<file path="config.mk">
export PLATFORM = sky130hd
export DESIGN_NAME = pqc_ctrl
export DESIGN_NICKNAME = d
export VERILOG_FILES = /design/src/rtl/core/pqc_pkg.sv /design/src/rtl/core/pqc_ctrl.sv
export SDC_FILE = /design/constraint.sdc
export NUM_CORES = 1
export LEC_CHECK = 0
export ABC_CLOCK_PERIOD_IN_PS = 1100
export BUFFER_PORTS_ARGS = -buffer_cell sky130_fd_sc_hd__buf_4
export CAP_MARGIN = 20
export CORE_AREA = 2 2 39 41
export DETAILED_ROUTE_END_ITERATION = 16
export DIE_AREA = 0 0 41 43
export PLACE_DENSITY = 0.46
export SLEW_MARGIN = 20
export SYNTH_ARGS = -nofsm -noshare
export SYNTH_HDL_FRONTEND = slang
export SYNTH_SLANG_ARGS = --single-unit
</file>
<file path="constraint.sdc">
create_clock -name aclk -period 1.1 [get_ports aclk]
set_clock_uncertainty 0.05 [all_clocks]
set_input_delay 0.22 -clock aclk [delete_from_list [all_inputs] [get_ports aclk]]
set_output_delay 0.22 -clock aclk [all_outputs]
set_load 0.005 [all_outputs]
</file>
<file path="src/rtl/core/pqc_pkg.sv">
package pqc_pkg;

    localparam int MODE_W  = 2;
    localparam int SUBP_W  = 4;
    localparam int CENTP_W = 8;
    localparam int ELEMP_W = 3;
    localparam int VAL_W   = 16;
    localparam int CODE_W  = 8;
    localparam int DIST_W  = 35;
    localparam int CFG_IDX_W  = 2;
    localparam int CFG_DATA_W = 5;

    localparam logic [MODE_W-1:0] MODE_LOAD   = 2'd0;
    localparam logic [MODE_W-1:0] MODE_ENCODE = 2'd1;
    localparam logic [MODE_W-1:0] MODE_DECODE = 2'd2;

    localparam logic [CFG_IDX_W-1:0] CFG_SUB_COUNT = 2'd0;
    localparam logic [CFG_IDX_W-1:0] CFG_SUB_DIM   = 2'd1;
    localparam logic [CFG_IDX_W-1:0] CFG_CODE_BITS = 2'd2;

    localparam logic KIND_ENCODE = 1'b0;
    localparam logic KIND_DECODE = 1'b1;

    typedef enum logic [2:0] {
        ST_IDLE,
        ST_SCAN,
        ST_DRAIN,
        ST_ENC_OUT,
        ST_DEC_RD,
        ST_DEC_OUT
    } state_t;

    typedef struct packed {
        logic in_ready;
        logic cnt_clr;
        logic cnt_step;
        logic scan_rd;
        logic dec_rd;
        logic out_enc;
        logic out_dec;
    } cmd_t;

    typedef struct packed {
        logic enc_start;
        logic dec_start;
        logic j_end;
        logic cnt_end;
        logic pipe_busy;
        logic slot_free;
    } sts_t;

endpackage

</file>
<file path="src/rtl/core/pqc_ctrl.sv">
module pqc_ctrl (
    input  logic          aclk,
    input  logic          aresetn,
    input  logic          s_valid,
    input  pqc_pkg::sts_t sts,
    output pqc_pkg::cmd_t cmd
);
    import pqc_pkg::*;

    state_t state_reg, state_next;

    always_ff @(posedge aclk) begin
        if (!aresetn) begin
            state_reg <= ST_IDLE;
        end else begin
            state_reg <= state_next;
        end
    end

    always_comb begin
        state_next = state_reg;
        unique case (state_reg)
            ST_IDLE: begin
                if (s_valid && sts.enc_start) begin
                    state_next = ST_SCAN;
                end else if (s_valid && sts.dec_start) begin
                    state_next = ST_DEC_RD;
                end
            end
            ST_SCAN: begin
                if (sts.cnt_end) state_next = ST_DRAIN;
            end
            ST_DRAIN: begin
                if (!sts.pipe_busy) state_next = ST_ENC_OUT;
            end
            ST_ENC_OUT: begin
                if (sts.slot_free) state_next = ST_IDLE;
            end
            ST_DEC_RD: begin
                state_next = ST_DEC_OUT;
            end
            ST_DEC_OUT: begin
                if (sts.slot_free) state_next = sts.j_end ? ST_IDLE : ST_DEC_RD;
            end
            default: state_next = ST_IDLE;
        endcase
    end

    always_comb begin
        cmd = '0;
        unique case (state_reg)
            ST_IDLE: begin
                cmd.in_ready = 1'b1;
                cmd.cnt_clr  = 1'b1;
            end
            ST_SCAN: begin
                cmd.scan_rd  = 1'b1;
                cmd.cnt_step = 1'b1;
            end
            ST_DRAIN: begin
            end
            ST_ENC_OUT: begin
                cmd.out_enc = sts.slot_free;
            end
            ST_DEC_RD: begin
                cmd.dec_rd = 1'b1;
            end
            ST_DEC_OUT: begin
                cmd.out_dec  = sts.slot_free;
                cmd.cnt_step = sts.slot_free;
            end
            default: cmd = '0;
        endcase
    end

endmodule

</file>
==> impl_metrics.json <==
{
  "status": "complete, but fails checks",
  "violations": "setup timing",
  "critPathCaptureType": "output pin",
  "internal_power_w": 0.0005252,
  "area_delta_synth_final_pct": 105.4,
  "setup_viol": 9,
  "hold_path_end": "state_reg[1]",
  "numCtsBuffers": 3,
  "maxCapViolations": 0,
  "final_common_cell": "buf_4",
  "first_global_vias": 345,
  "clock-sinks": 3,
  "cp_max_fo": 6,
  "finalCriticalPeriod_ns": 1.312,
  "ant_nets": 0,
  "antenna_found_initial": 0,
  "crit_start": "state_reg[0]",
  "relSlewSlack_pct": 78.52,
  "r2r-start": "state_reg[2]",
  "pre_cts_ws_ns": -0.1179,
  "yosysWarningCount": 0,
  "syn_avg_cell_area_um2": 7.935,
  "num_io_pins": 16,
  "finalSetupTns_ns": -1.384,
  "first_pass_iters": 3,
  "grt_usage_pct": 11.72,
  "htree_levels": 1,
  "synth_nets": 47,
  "ys_seq_area_share_pct": 19.92,
  "grt_first_pass_wirelength_um": 1386,
  "numPortBuffers": 15,
  "crit_type": "flop to output pin",
  "synth_area_leaders": "dfxtp_1, a2111oi_4, nand2b_1",
  "post-dp-hpwl_um": 555.7,
  "yosysTopAreaCell": "dfxtp_1",
  "clock_latency_ns": 0.23,
  "antenna_cells": 0,
  "netlist_instances": 38,
  "ctsRootBufferMaster": "clkbuf_4",
  "drtIter0Drc": 5,
  "clk_pin_slew_worst_paths_ns": 0.04,
  "fin_nets": 75,
  "holdPathStages": 3,
  "min_path_type": "input port to flop",
  "worstMarginPinSlew_ns": 0.3182,
  "synth_area_um2": 301.5,
  "cts_buffer_depth": 2,
  "grt_overflow": 0,
  "seqPwrFrac_pct": 20.5,
  "final_cell_mix": "buf_4, buf_6",
  "drc_errors": 0,
  "crit_path_start_kind": "flop",
  "worstHoldStart": "sts[2]",
  "ys_types": 24,
  "ys_ff_latch": 3,
  "p_leak_nw": 0.2742,
  "die_width_um": 41,
  "num_vias": 387,
  "clock.fmax_ghz": 0.7624,
  "cts_tree": "done",
  "start_util_pct": 21.79,
  "routedWlPerCell_um": 11.21,
  "slew_viol_final": 0,
  "hold_viol": 0,
  "fin_ws_ns": -0.2116,
  "r2r_end": "state_reg[2]",
  "rr_worst_depth": 4,
  "peakVddDrop_mv": 0.6622,
  "cp.required_ns": 0.83,
  "rows": 14,
  "grt_start_max_net_pins": 8,
  "cts-hold-fix-buffers": 0,
  "switching_share_pct": 31.42,
  "rsz0062_at_grt": "true",
  "fin_crit_sh_pct": 119.2,
  "coreArea_um2": 1384,
  "gp_congestion": 0.7386,
  "wl_um": 908,
  "synth_top_area_share_pct": 19.92,
  "vias_per_cell": 4.778,
  "cp_data_arrival_time_ns": 1.04,
  "powerDensity_nw_per_um2": 1236,
  "largest_reg_flops": 3,
  "p_switching_w": 0.0002406,
  "power_frac_clock_pct": 25.0,
  "die_y_um": 43,
  "drive_gt1_share_pct": 67.69,
  "timing.reg2reg.setup_slack_ns": -0.13,
  "power_frac_comb_pct": 54.5,
  "dieArea_um2": 1763
}
power by group through the flow:
stage          Sequential [W]  Clock (W)  Combinational, W
2_1_floorplan        0.000140          0          0.000185
3_3_place_gp         0.000161          0          0.000284
3_5_place_dp         0.000161          0          0.000281
4_1_cts              0.000149   0.000203          0.000396
5_1_grt              0.000158   0.000218          0.000455
6_report             0.000157   0.000191          0.000418
routing by layer:
layer,GRT usage [%],routed length [um],up-vias
met5,0,0,-
li1,-,-,193
met4,6.000,0,0
met3,3.141,38,0
met1,13.10,380,187
met2,19.06,489,7
worst max-delay path by stage:
stage | endpoint | slack (ns)
finish | cmd[0] | -0.21
global route | cmd[6] | -0.26
CTS | cmd[2] | -0.20
detailed placement | cmd[2] | -0.12
global placement | state_reg[0] | -0.15
floorplan | cmd[6] | -0.006
per-stage QoR:
step | hold slack, ns | util [%] | area [um^2] | instances | total power [W]
after floorplan | 0.3736 | - | 310.3 | 38 | 0.0003251
after global placement | 0.4697 | 32.91 | 455.4 | 70 | 0.0004454
after detailed placement | 0.4687 | 32.91 | 455.4 | 70 | 0.0004415
after CTS | 0.2692 | 43.04 | 595.6 | 81 | 0.0007473
after global routing | 0.2936 | 44.76 | 619.3 | 81 | 0.0008308
final | 0.2898 | 44.76 | 619.3 | 81 | 0.0007658
what timing repair did:
action / 4_1_cts / 5_1_grt
buffers inserted: 7 / 0
gates cloned: 0 / 0
pin swaps: 10 / 5
endpoints found under the setup margin: 9 / 9
gates resized for setup: 17 / 5
cell families (layout without fill, tap and decap cells):
family / after synthesis / in the layout / synth area share, %
compound gates: 11 / 11 / 34.44
simple gates: 16 / 16 / 31.12
buf+inv: 7 / 34 / 11.20
flops: 3 / 3 / 19.92
mux: 1 / 1 / 3.320
cell usage after synthesis:
library cell and count:
a31o_1 1, buf_4 1, nor3_1 2, nor4bb_1 1, nand2b_1 3, and3_1 1, and3b_1 1, a21oi_1 1
o311ai_0 1, a2111oi_4 1, a22oi_1 1, o211ai_1 1, buf_2 3, a211oi_1 2, inv_1 3, dfxtp_1 3
nand2_1 2, nor2_1 3, mux2i_1 1, nor2b_1 1, a211o_1 1, nor3b_1 2, o21ai_0 1, o311a_1 1
layout make-up:
class / count / area (um^2)
Clock buffer: 4 / 26.28
Fill cell: 136 / 764.5
Inverter: 3 / 11.26
Multi-Input combinational cell: 28 / 265.3
Sequential cell: 3 / 71.32
Tap cell: 16 / 20.02
Timing Repair Buffer: 27 / 225.2
worst max-delay path, stage by stage, from the launching register on:
cell and delay [ns]:
dfxtp_4 0.40, nor2b_4 0.16, and3_1 0.15, buf_4 0.10
No activity file was read; power rests on OpenSTA's default activity.
